==> src/rgbhsl_pkg.sv <==
// shared types and constants of the rgb to hsl converter
`default_nettype none

package rgbhsl_pkg;

   localparam int unsigned CH_W      = 8;   // one color channel
   localparam int unsigned HUE_W     = 15;  // hue result port
   localparam int unsigned SAT_W     = 13;  // saturation result port
   localparam int unsigned LSUM_W    = 9;   // max plus min
   localparam int unsigned HNUM_W    = 17;  // hue numerator in degrees times diff, below 360 * 255
   localparam int unsigned HCALC_W   = HNUM_W + 1;
   localparam int unsigned HUE_INT_W = 9;   // whole degrees stay below 512

   localparam logic [HCALC_W-1:0] DEG_60  = HCALC_W'(60);
   localparam logic [HCALC_W-1:0] DEG_120 = HCALC_W'(120);
   localparam logic [HCALC_W-1:0] DEG_240 = HCALC_W'(240);
   localparam logic [HCALC_W-1:0] DEG_360 = HCALC_W'(360);

   localparam logic [LSUM_W-1:0] HALF_SUM = LSUM_W'(255);
   localparam logic [LSUM_W-1:0] FULL_SUM = LSUM_W'(510);

   // queue between front and back
   localparam int unsigned QDEPTH = 2;
   localparam int unsigned QPTR_W = 1;
   localparam int unsigned QCNT_W = 2;

   // classified pixel as it travels from front to back
   typedef struct packed {
      logic [HNUM_W-1:0] hue_num;
      logic [CH_W-1:0]   diff;
      logic [CH_W-1:0]   sat_den;
      logic [LSUM_W-1:0] lsum;
   } item_type;

endpackage

`default_nettype wire

==> src/rgbhsl_front.sv <==
// front part: takes a pixel, finds max, min and sector, forms numerators
`default_nettype none

module rgbhsl_front (
   input  logic                          clock,
   input  logic                          reset,
   input  logic                          start,
   input  logic [rgbhsl_pkg::CH_W-1:0]   red,
   input  logic [rgbhsl_pkg::CH_W-1:0]   green,
   input  logic [rgbhsl_pkg::CH_W-1:0]   blue,
   input  logic                          q_full,
   output logic                          busy,
   output logic                          push,
   output rgbhsl_pkg::item_type          item
);

   typedef enum logic [1:0] {
      SECT_RED,
      SECT_GREEN,
      SECT_BLUE
   } sector_type;

   logic                        vld_ff, vld_in;
   logic [rgbhsl_pkg::CH_W-1:0] red_ff, green_ff, blue_ff;
   logic                        accept;

   sector_type                       sector;
   logic [rgbhsl_pkg::CH_W-1:0]      mx, mn, diff;
   logic [rgbhsl_pkg::LSUM_W-1:0]    sum;
   logic [rgbhsl_pkg::HCALC_W-1:0]   num_wide;

   assign busy   = vld_ff & q_full;
   assign accept = start & ~busy;
   assign push   = vld_ff & ~q_full;
   assign vld_in = accept | (vld_ff & q_full);

   always_ff @(posedge clock) begin
      if (reset) begin
         vld_ff <= 1'b0;
      end else begin
         vld_ff <= vld_in;
      end
      if (accept) begin
         red_ff   <= red;
         green_ff <= green;
         blue_ff  <= blue;
      end
   end

   // red wins ties over green, green over blue
   always_comb begin
      priority if (red_ff >= green_ff && red_ff >= blue_ff) begin
         sector = SECT_RED;
         mx     = red_ff;
      end else if (green_ff >= blue_ff) begin
         sector = SECT_GREEN;
         mx     = green_ff;
      end else begin
         sector = SECT_BLUE;
         mx     = blue_ff;
      end
   end

   always_comb begin
      mn = red_ff;
      if (green_ff < mn) begin
         mn = green_ff;
      end
      if (blue_ff < mn) begin
         mn = blue_ff;
      end
   end

   assign diff = mx - mn;
   assign sum  = rgbhsl_pkg::LSUM_W'(mx) + rgbhsl_pkg::LSUM_W'(mn);

   // numerators never go negative since each channel difference is at most diff
   always_comb begin
      unique case (sector)
         SECT_RED: begin
            if (green_ff >= blue_ff) begin
               num_wide = rgbhsl_pkg::DEG_60 * rgbhsl_pkg::HCALC_W'(green_ff - blue_ff);
            end else begin
               num_wide = rgbhsl_pkg::DEG_360 * rgbhsl_pkg::HCALC_W'(diff)
                        - rgbhsl_pkg::DEG_60 * rgbhsl_pkg::HCALC_W'(blue_ff - green_ff);
            end
         end
         SECT_GREEN: begin
            num_wide = rgbhsl_pkg::DEG_120 * rgbhsl_pkg::HCALC_W'(diff)
                     + rgbhsl_pkg::DEG_60 * rgbhsl_pkg::HCALC_W'(blue_ff)
                     - rgbhsl_pkg::DEG_60 * rgbhsl_pkg::HCALC_W'(red_ff);
         end
         SECT_BLUE: begin
            num_wide = rgbhsl_pkg::DEG_240 * rgbhsl_pkg::HCALC_W'(diff)
                     + rgbhsl_pkg::DEG_60 * rgbhsl_pkg::HCALC_W'(red_ff)
                     - rgbhsl_pkg::DEG_60 * rgbhsl_pkg::HCALC_W'(green_ff);
         end
         default: begin
            num_wide = '0;
         end
      endcase
   end

   always_comb begin
      item.hue_num = rgbhsl_pkg::HNUM_W'(num_wide);
      item.diff    = diff;
      item.lsum    = sum;
      if (sum <= rgbhsl_pkg::HALF_SUM) begin
         item.sat_den = rgbhsl_pkg::CH_W'(sum);
      end else begin
         item.sat_den = rgbhsl_pkg::CH_W'(rgbhsl_pkg::FULL_SUM - sum);
      end
   end

`ifndef ASSERT_OFF
   a_hold_when_full: assert property (@(posedge clock) disable iff (reset)
      (vld_ff && q_full) |=> vld_ff)
      else $error("front dropped an item while the queue was full");
`endif

endmodule

`default_nettype wire

==> src/rgbhsl_queue.sv <==
// short queue between front and back, drained whenever it holds an item
`default_nettype none

module rgbhsl_queue (
   input  logic                 clock,
   input  logic                 reset,
   input  logic                 push,
   input  rgbhsl_pkg::item_type item_in,
   output logic                 full,
   output logic                 out_vld,
   output rgbhsl_pkg::item_type item_out
);

   rgbhsl_pkg::item_type              mem_ff [rgbhsl_pkg::QDEPTH];
   logic [rgbhsl_pkg::QPTR_W-1:0]     wr_ptr_ff, rd_ptr_ff;
   logic [rgbhsl_pkg::QCNT_W-1:0]     cnt_ff, cnt_in;
   logic                              pop;

   assign full     = (cnt_ff == rgbhsl_pkg::QCNT_W'(rgbhsl_pkg::QDEPTH));
   assign out_vld  = (cnt_ff != '0);
   assign pop      = out_vld;
   assign item_out = mem_ff[rd_ptr_ff];

   always_comb begin
      unique case ({push, pop})
         2'b10:   cnt_in = cnt_ff + rgbhsl_pkg::QCNT_W'(1);
         2'b01:   cnt_in = cnt_ff - rgbhsl_pkg::QCNT_W'(1);
         default: cnt_in = cnt_ff;
      endcase
   end

   always_ff @(posedge clock) begin
      if (reset) begin
         wr_ptr_ff <= '0;
         rd_ptr_ff <= '0;
         cnt_ff    <= '0;
      end else begin
         cnt_ff <= cnt_in;
         if (push) begin
            wr_ptr_ff <= wr_ptr_ff + rgbhsl_pkg::QPTR_W'(1);
         end
         if (pop) begin
            rd_ptr_ff <= rd_ptr_ff + rgbhsl_pkg::QPTR_W'(1);
         end
      end
      if (push) begin
         mem_ff[wr_ptr_ff] <= item_in;
      end
   end

`ifndef ASSERT_OFF
   a_cnt_range: assert property (@(posedge clock) disable iff (reset)
      cnt_ff <= rgbhsl_pkg::QCNT_W'(rgbhsl_pkg::QDEPTH))
      else $error("queue count beyond depth");
   a_no_overflow: assert property (@(posedge clock) disable iff (reset)
      !(push && full))
      else $error("push into full queue");
`endif

endmodule

`default_nettype wire

==> src/rgbhsl_div.sv <==
// pipelined restoring divider, one quotient bit per stage
`default_nettype none

module rgbhsl_div #(
   parameter int unsigned NUM_W  = 23,
   parameter int unsigned DEN_W  = 8,
   parameter int unsigned QUOT_W = 15,
   parameter int unsigned PAD    = 0
) (
   input  logic              clock,
   input  logic              reset,
   input  logic              in_vld,
   input  logic [NUM_W-1:0]  num,
   input  logic [DEN_W-1:0]  den,
   output logic              out_vld,
   output logic [QUOT_W-1:0] quot
);

   // upper dividend bits are below den whenever the quotient fits QUOT_W bits
   localparam int unsigned STEP_W = DEN_W + QUOT_W;

   logic              vld_ff [QUOT_W];
   logic [DEN_W-1:0]  rem_ff [QUOT_W];
   logic [QUOT_W-1:0] rq_ff  [QUOT_W];
   logic [DEN_W-1:0]  den_ff [QUOT_W];
   logic [STEP_W-1:0] step_in [QUOT_W];
   logic [QUOT_W-1:0] last_q;

   // rq holds unused dividend bits at the top, quotient bits enter at the bottom
   function automatic logic [STEP_W-1:0] div_step(
      input logic [DEN_W-1:0]  rem,
      input logic [QUOT_W-1:0] rq,
      input logic [DEN_W-1:0]  dv
   );
      logic [DEN_W:0]   trial;
      logic             ge;
      logic [DEN_W-1:0] rem_n;
      trial = {rem, rq[QUOT_W-1]};
      ge    = (trial >= {1'b0, dv});
      if (ge) begin
         rem_n = DEN_W'(trial - {1'b0, dv});
      end else begin
         rem_n = trial[DEN_W-1:0];
      end
      return {rem_n, rq[QUOT_W-2:0], ge};
   endfunction

   always_comb begin
      step_in[0] = div_step(DEN_W'(num[NUM_W-1:QUOT_W]), num[QUOT_W-1:0], den);
      for (int i = 1; i < QUOT_W; i++) begin
         step_in[i] = div_step(rem_ff[i-1], rq_ff[i-1], den_ff[i-1]);
      end
   end

   always_ff @(posedge clock) begin
      if (reset) begin
         for (int i = 0; i < QUOT_W; i++) begin
            vld_ff[i] <= 1'b0;
         end
      end else begin
         vld_ff[0] <= in_vld;
         for (int i = 1; i < QUOT_W; i++) begin
            vld_ff[i] <= vld_ff[i-1];
         end
      end
      den_ff[0] <= den;
      for (int i = 1; i < QUOT_W; i++) begin
         den_ff[i] <= den_ff[i-1];
      end
      for (int i = 0; i < QUOT_W; i++) begin
         rem_ff[i] <= step_in[i][STEP_W-1:QUOT_W];
         rq_ff[i]  <= step_in[i][QUOT_W-1:0];
      end
   end

   // zero divisor only comes with a zero result
   assign last_q = (den_ff[QUOT_W-1] == '0) ? '0 : rq_ff[QUOT_W-1];

   if (PAD > 0) begin : g_pad
      logic              pad_vld_ff [PAD];
      logic [QUOT_W-1:0] pad_q_ff   [PAD];

      always_ff @(posedge clock) begin
         if (reset) begin
            for (int i = 0; i < PAD; i++) begin
               pad_vld_ff[i] <= 1'b0;
            end
         end else begin
            pad_vld_ff[0] <= vld_ff[QUOT_W-1];
            for (int i = 1; i < PAD; i++) begin
               pad_vld_ff[i] <= pad_vld_ff[i-1];
            end
         end
         pad_q_ff[0] <= last_q;
         for (int i = 1; i < PAD; i++) begin
            pad_q_ff[i] <= pad_q_ff[i-1];
         end
      end

      assign out_vld = pad_vld_ff[PAD-1];
      assign quot    = pad_q_ff[PAD-1];
   end else begin : g_nopad
      assign out_vld = vld_ff[QUOT_W-1];
      assign quot    = last_q;
   end

`ifndef ASSERT_OFF
   a_rem_below_den: assert property (@(posedge clock) disable iff (reset)
      (vld_ff[QUOT_W-1] && den_ff[QUOT_W-1] != '0) |-> (rem_ff[QUOT_W-1] < den_ff[QUOT_W-1]))
      else $error("divider remainder not below divisor");
`endif

endmodule

`default_nettype wire

==> src/rgbhsl_back.sv <==
// back part: hue and saturation dividers, lightness delay, result register
`default_nettype none

module rgbhsl_back #(
   parameter int unsigned HUE_FRAC_BITS = 6,
   parameter int unsigned SAT_FRAC_BITS = 12
) (
   input  logic                            clock,
   input  logic                            reset,
   input  logic                            q_vld,
   input  rgbhsl_pkg::item_type            item,
   output logic                            rsp_strobe,
   output logic [rgbhsl_pkg::HUE_W-1:0]    rsp_hue,
   output logic [rgbhsl_pkg::SAT_W-1:0]    rsp_saturation,
   output logic [rgbhsl_pkg::LSUM_W-1:0]   rsp_lightness_sum
);

   localparam int unsigned HQ_W = rgbhsl_pkg::HUE_INT_W + HUE_FRAC_BITS;
   localparam int unsigned HN_W = rgbhsl_pkg::HNUM_W + HUE_FRAC_BITS;
   localparam int unsigned SQ_W = SAT_FRAC_BITS + 1;  // saturation reaches 1.0
   localparam int unsigned SN_W = rgbhsl_pkg::CH_W + SAT_FRAC_BITS;
   localparam int unsigned LAT  = (HQ_W > SQ_W) ? HQ_W : SQ_W;

   logic [HN_W-1:0]                 hue_dvd;
   logic [SN_W-1:0]                 sat_dvd;
   logic                            hue_vld, sat_vld;
   logic [HQ_W-1:0]                 hue_q;
   logic [SQ_W-1:0]                 sat_q;
   logic [rgbhsl_pkg::LSUM_W-1:0]   lsum_ff [LAT];

   logic                            strobe_ff;
   logic [rgbhsl_pkg::HUE_W-1:0]    hue_ff;
   logic [rgbhsl_pkg::SAT_W-1:0]    sat_ff;
   logic [rgbhsl_pkg::LSUM_W-1:0]   lsum_out_ff;

   assign hue_dvd = HN_W'(item.hue_num) << HUE_FRAC_BITS;
   assign sat_dvd = SN_W'(item.diff) << SAT_FRAC_BITS;

   rgbhsl_div #(
      .NUM_W  (HN_W),
      .DEN_W  (rgbhsl_pkg::CH_W),
      .QUOT_W (HQ_W),
      .PAD    (LAT - HQ_W)
   ) u_hue_div (
      .clock   (clock),
      .reset   (reset),
      .in_vld  (q_vld),
      .num     (hue_dvd),
      .den     (item.diff),
      .out_vld (hue_vld),
      .quot    (hue_q)
   );

   rgbhsl_div #(
      .NUM_W  (SN_W),
      .DEN_W  (rgbhsl_pkg::CH_W),
      .QUOT_W (SQ_W),
      .PAD    (LAT - SQ_W)
   ) u_sat_div (
      .clock   (clock),
      .reset   (reset),
      .in_vld  (q_vld),
      .num     (sat_dvd),
      .den     (item.sat_den),
      .out_vld (sat_vld),
      .quot    (sat_q)
   );

   always_ff @(posedge clock) begin
      lsum_ff[0] <= item.lsum;
      for (int i = 1; i < LAT; i++) begin
         lsum_ff[i] <= lsum_ff[i-1];
      end
      if (reset) begin
         strobe_ff <= 1'b0;
      end else begin
         strobe_ff <= hue_vld;
      end
      hue_ff      <= rgbhsl_pkg::HUE_W'(hue_q);
      sat_ff      <= rgbhsl_pkg::SAT_W'(sat_q);
      lsum_out_ff <= lsum_ff[LAT-1];
   end

   assign rsp_strobe        = strobe_ff;
   assign rsp_hue           = hue_ff;
   assign rsp_saturation    = sat_ff;
   assign rsp_lightness_sum = lsum_out_ff;

`ifndef ASSERT_OFF
   a_div_aligned: assert property (@(posedge clock) disable iff (reset)
      hue_vld == sat_vld)
      else $error("hue and saturation dividers out of step");
`endif

endmodule

`default_nettype wire

==> src/rgb_to_hsl_converter.sv <==
// top level of the rgb to hsl converter
`default_nettype none

// Converts one 8-bit RGB pixel per item into hue, saturation and max+min.
// Input channel: req_red/req_green/req_blue are taken at a rising edge with
//   start high and busy low. busy rises only if the front register and the
//   queue behind it are both full, which does not happen in steady streaming,
//   so one item is accepted every clock.
// Result channel: rsp_strobe marks one cycle that carries rsp_hue (degrees
//   times 2^HUE_FRAC_BITS), rsp_saturation (times 2^SAT_FRAC_BITS) and
//   rsp_lightness_sum (max plus min, 0..510). The receiver cannot stall, so
//   results leave in order, one per accepted item, and are never held.
// Path: front register, queue, divider stages and result register lie
//   between the accepting edge and the strobe; the longer bit-per-stage
//   divider has max(HUE_FRAC_BITS + 9, SAT_FRAC_BITS + 1) stages.
// Throughput: one item per clock while not busy; dividers fully pipelined.
// Reset: synchronous, clears the front valid, the queue and all pipeline
//   valids; items in flight are dropped and no strobe follows.

module rgb_to_hsl_converter #(
   parameter int unsigned HUE_FRAC_BITS = 6,
   parameter int unsigned SAT_FRAC_BITS = 12
) (
   input  logic                            clock,
   input  logic                            reset,
   input  logic                            start,
   output logic                            busy,
   input  logic [rgbhsl_pkg::CH_W-1:0]     req_red,
   input  logic [rgbhsl_pkg::CH_W-1:0]     req_green,
   input  logic [rgbhsl_pkg::CH_W-1:0]     req_blue,
   output logic                            rsp_strobe,
   output logic [rgbhsl_pkg::HUE_W-1:0]    rsp_hue,
   output logic [rgbhsl_pkg::SAT_W-1:0]    rsp_saturation,
   output logic [rgbhsl_pkg::LSUM_W-1:0]   rsp_lightness_sum
);

   // front to queue
   logic                 push;
   logic                 q_full;
   rgbhsl_pkg::item_type front_item;

   // queue to back
   logic                 q_vld;
   rgbhsl_pkg::item_type back_item;

   // classify: max, min, sector, hue numerator and saturation divisor
   rgbhsl_front u_front (
      .clock  (clock),
      .reset  (reset),
      .start  (start),
      .red    (req_red),
      .green  (req_green),
      .blue   (req_blue),
      .q_full (q_full),
      .busy   (busy),
      .push   (push),
      .item   (front_item)
   );

   // decouples the classifier from the divider pipeline
   rgbhsl_queue u_queue (
      .clock    (clock),
      .reset    (reset),
      .push     (push),
      .item_in  (front_item),
      .full     (q_full),
      .out_vld  (q_vld),
      .item_out (back_item)
   );

   // both divisions plus the registered result
   rgbhsl_back #(
      .HUE_FRAC_BITS (HUE_FRAC_BITS),
      .SAT_FRAC_BITS (SAT_FRAC_BITS)
   ) u_back (
      .clock             (clock),
      .reset             (reset),
      .q_vld             (q_vld),
      .item              (back_item),
      .rsp_strobe        (rsp_strobe),
      .rsp_hue           (rsp_hue),
      .rsp_saturation    (rsp_saturation),
      .rsp_lightness_sum (rsp_lightness_sum)
   );

endmodule

`default_nettype wire

==> config.mk <==
export PLATFORM = sky130hd
export DESIGN_NAME = rgb_to_hsl_converter
export DESIGN_NICKNAME = d
export VERILOG_FILES = /design/src/rgbhsl_pkg.sv /design/src/rgbhsl_front.sv /design/src/rgbhsl_queue.sv /design/src/rgbhsl_div.sv /design/src/rgbhsl_back.sv /design/src/rgb_to_hsl_converter.sv
export SDC_FILE = /design/constraint.sdc
export NUM_CORES = 2
export LEC_CHECK = 0
export ABC_AREA = 1
export BUFFER_PORTS_ARGS = -buffer_cell sky130_fd_sc_hd__buf_2
export CAP_MARGIN = 10
export CORE_ASPECT_RATIO = 1.5
export CORE_MARGIN = 2
export CORE_UTILIZATION = 25
export CTS_BUF_LIST = sky130_fd_sc_hd__clkbuf_8 sky130_fd_sc_hd__clkbuf_16
export DETAILED_ROUTE_END_ITERATION = 16
export PLACE_DENSITY = 0.38
export SLEW_MARGIN = 20
export SYNTH_ARGS = -nofsm -noshare
export SYNTH_HDL_FRONTEND = slang
export SYNTH_SLANG_ARGS = --single-unit
==> constraint.sdc <==
create_clock -name clock -period 25.5 [get_ports clock]
set_input_delay 5.1 -clock clock [delete_from_list [all_inputs] [get_ports clock]]
set_output_delay 5.1 -clock clock [all_outputs]
set_load 0.05 [all_outputs]
==> results.py <==
metrics = {
    "synth": {
        "synth.ff_latch_count": 956,
        "synth-edff-count": 100,
        "syn_nets": 5071,
        "avgSynthCellArea_um2": 9.491,
        "yosys.cell_types.count": 67,
        "ys_warn_count": 0,
        "syn_inst": 4474,
        "synthArstFlopShare": 0,
        "synth_area_um2": 42460,
        "synth-seq-area-share": 0.4743,
        "synth_ff_type": "dfxtp_1",
    },
    "setup_path": {
        "reg2reg_from": "u_front.green_ff[5]",
        "reg2regPathDepth": 46,
        "cp_max_fo": 15,
        "worstSetupPathType": "register to register",
        "rrSetupSlack_ns": 14.87,
        "cp.required_ns": 25.92,
        "slowest_delay_ns": 0.67,
        "setup.worst_path.end_class": "register",
        "worstSetupStartpoint": "u_front.green_ff[5]",
        "r2r-end": "u_queue.mem_ff[1][41]",
        "crit_arrival_ns": 11.05,
        "cp-start-kind": "register",
        "crit_slowest_cell": "xor2_1",
    },
    "drt": {
        "finalWirelength_um": 99320,
        "dr.pass1.iters": 5,
        "first_iter_violations": 879,
        "via_count": 28120,
        "routed_via_density": 4.058,
        "drtAntennaViolNets": 0,
        "wl_per_cell_um": 14.33,
        "drc": 0,
    },
    "clock_tree": {
        "clkTransAtPathRegs_ns": 0.06,
        "hold_buffers": 0,
        "cts.sinks": 956,
        "cts_buffers": 98,
        "h-tree-depth": 3,
        "cts.repair.resized": 0,
        "cts_tree": "built",
        "cts-root-buf": "clkbuf_16",
        "clockBufferDepth": 3,
        "clock_latency_ns": 0.71,
        "postCtsSetupBuffers": 0,
    },
    "floorplanning": {
        "core-area_um2": 169000,
        "die_h_um": 508.8,
        "row_count": 185,
        "die_width_um": 340.5,
        "die-area_um2": 173200,
        "io_pins": 66,
        "start_util": 0.2513,
    },
    "sta": {
        "timing.setup.tns_ns": 0,
        "fin_crit_ns": 10.63,
        "skew_ns": 0.03800,
        "hold_violations": 0,
        "rsz0062_at_grt": "false",
        "slew_headroom": 0.2774,
        "slew_viol_final": 0,
        "worst_pin_slew_ns": 1.070,
        "setup_viol": 0,
        "timing.fmax_ghz": 0.09404,
        "period_share": 0.4170,
    },
    "finish": {
        "ff_latch_area_um2": 20140,
        "area_growth_pct": 15.18,
        "layout.nets": 5200,
        "instances_no_fill": 6929,
        "multi_input_area_um2": 19340,
        "fillers": 17730,
        "drive_gt1_frac": 0.06746,
    },
    "grt": {
        "grt.total_usage": 0.1164,
        "first_global_vias": 29930,
        "overflow": 0,
        "grt_max_degree": 40,
        "antenna_found_initial": 1,
        "grt_pass1_wl_um": 156300,
    },
    "place": {
        "dp_cells": 6747,
        "place_congestion": 0.8264,
        "io_buffers": 65,
        "dp_hpwl_um": 80470,
    },
    "flow_run": {
        "maxCapViolations": 0,
    },
    "status": {
        "status": "completed",
    },
    "hold_path": {
        "min_to": "u_back.u_sat_div.rq_ff[0][70]",
        "hold_path.class": "register to register",
        "whs_path_depth": 0,
        "min_from": "u_back.u_sat_div.rq_ff[0][56]",
    },
}
cells in the mapped netlist, types with 33 or more instances:
cell type  instances  area [µm²]
ha_1             441        5518
fa_1             129        2582
edfxtp_1         100        3003
xor2_1           164        1436
nor3_1            47       235.2
nor2_1           298        1119
a21oi_1          266        1331
xnor2_1           80       700.7
inv_1            717        2691
nand3_1          120       600.6
dfxtp_1          856       17140
nand2_1          660        2477
o21bai_1          33       247.7
o21ai_0          262        1311
how the worst max path moves through the flow:
stage	slack, ns	cells past startpoint	endpoint
floorplan	16.59	51	u_queue.mem_ff[0][39]
global placement	14.73	47	u_queue.mem_ff[0][40]
detailed placement	14.64	46	u_queue.mem_ff[0][41]
CTS	14.63	47	u_queue.mem_ff[0][40]
global route	13.81	45	u_queue.mem_ff[0][41]
finish	14.87	46	u_queue.mem_ff[1][41]
critical path: cells and delay by family (launching register included):
| family | cells | cell delay [ns] |
|---|---|---|
| buffers and inverters | 8 | 1.24 |
| flip-flops | 1 | 0.59 |
| XOR/XNOR | 2 | 0.85 |
| AO/OA/AOI/OAI | 16 | 2.70 |
| adder cells (fa/ha/maj) | 8 | 3.38 |
| AND/OR/NAND/NOR | 12 | 1.54 |
registers in the layout (all words and copies together), names as in the netlist, named ones only:
name                             count
u_back.u_hue_div.rq_ff             141
u_back.lsum_ff                     133
u_back.u_hue_div.rem_ff            112
u_back.u_hue_div.den_ff            107
u_back.u_sat_div.rem_ff             96
u_back.u_sat_div.den_ff             91
u_back.u_sat_div.rq_ff              91
u_queue.mem_ff                      76
u_back.u_sat_div.g_pad.pad_q_ff     26
u_back.rsp_hue                      15
u_back.u_hue_div.vld_ff             15
u_back.rsp_saturation               13
u_back.rsp_lightness_sum             9
u_front.blue_ff                      8
u_front.green_ff                     8
u_front.red_ff                       8
u_queue.cnt_ff                       2
u_back.rsp_strobe                    1
u_front.vld_ff                       1
u_queue.rd_ptr_ff                    1
u_queue.wr_ptr_ff                    1
cells by family after synthesis:
kind of cell | Yosys count | synth area share
and+or+nand+nor | 1230 | 0.1208
DFF | 956 | 0.4743
buffers and inverters | 778 | 0.07069
AOI/OAI and AO/OA | 692 | 0.09187
adders and majority gates | 570 | 0.1908
xor gates and xnor gates | 246 | 0.05109
muxes | 2 | 0.0004715
stage by stage:
stage          hold slack (ns)  cell area [µm²]  utilization  worst slack [ns]
3_5_place_dp            0.3121            45460       0.2690             14.64
4_1_cts                 0.2949            48910       0.2894             14.63
2_1_floorplan           0.3096            42460            -             16.59
3_3_place_gp            0.3097            45460       0.2690             14.73
5_1_grt                 0.3122            48910       0.2894             13.81
6_report                0.3054            48910       0.2894             14.87
cell usage in the layout (no fill, tap or decap), types with 5 or more instances in the layout:
master and n:
fa_1 129, or3_1 6, clkbuf_16 103, bufinv_16 10, dfxtp_1 856, and2_1 5
o21bai_1 33, o21ai_1 15, inv_2 8, o22ai_1 8, nand3_2 5, buf_2 65
nand3_1 120, o21ai_0 259, a21oi_1 266, ha_1 441, nor4_1 9, clkinv_2 15
clkinvlp_4 5, nand2_2 11, a31oi_1 17, nor3_1 47, inv_1 730, xnor2_1 80
o221ai_1 11, xor2_1 164, a21o_1 29, nand2_1 660, a211oi_1 12, edfxtp_1 100
clkbuf_8 18, buf_4 17, nand4_1 32, nor2_1 296, or2_2 23
routing by layer:
layer / track usage / vias up / part of all wire
met5: 0 / - / 0
met4: 0.05892 / 0 / 0.050
met3: 0.01908 / 185 / 0.030
met2: 0.2498 / 295 / 0.59
met1: 0.09868 / 12980 / 0.33
li1: - / 14660 / -
area by class of cell:
type	instances	share of cell area
antenna	1	0.00005116
clock buffer	121	0.05776
clock inverter	60	0.01274
inverter	725	0.05564
multi-input combinational	2740	0.3954
sequential	956	0.4118
tap	2244	0.05741
timing repair buffer	82	0.009261
Power is not shown: default switching activity piles up to over one toggle a cycle in this logic, so the estimate is an artifact.
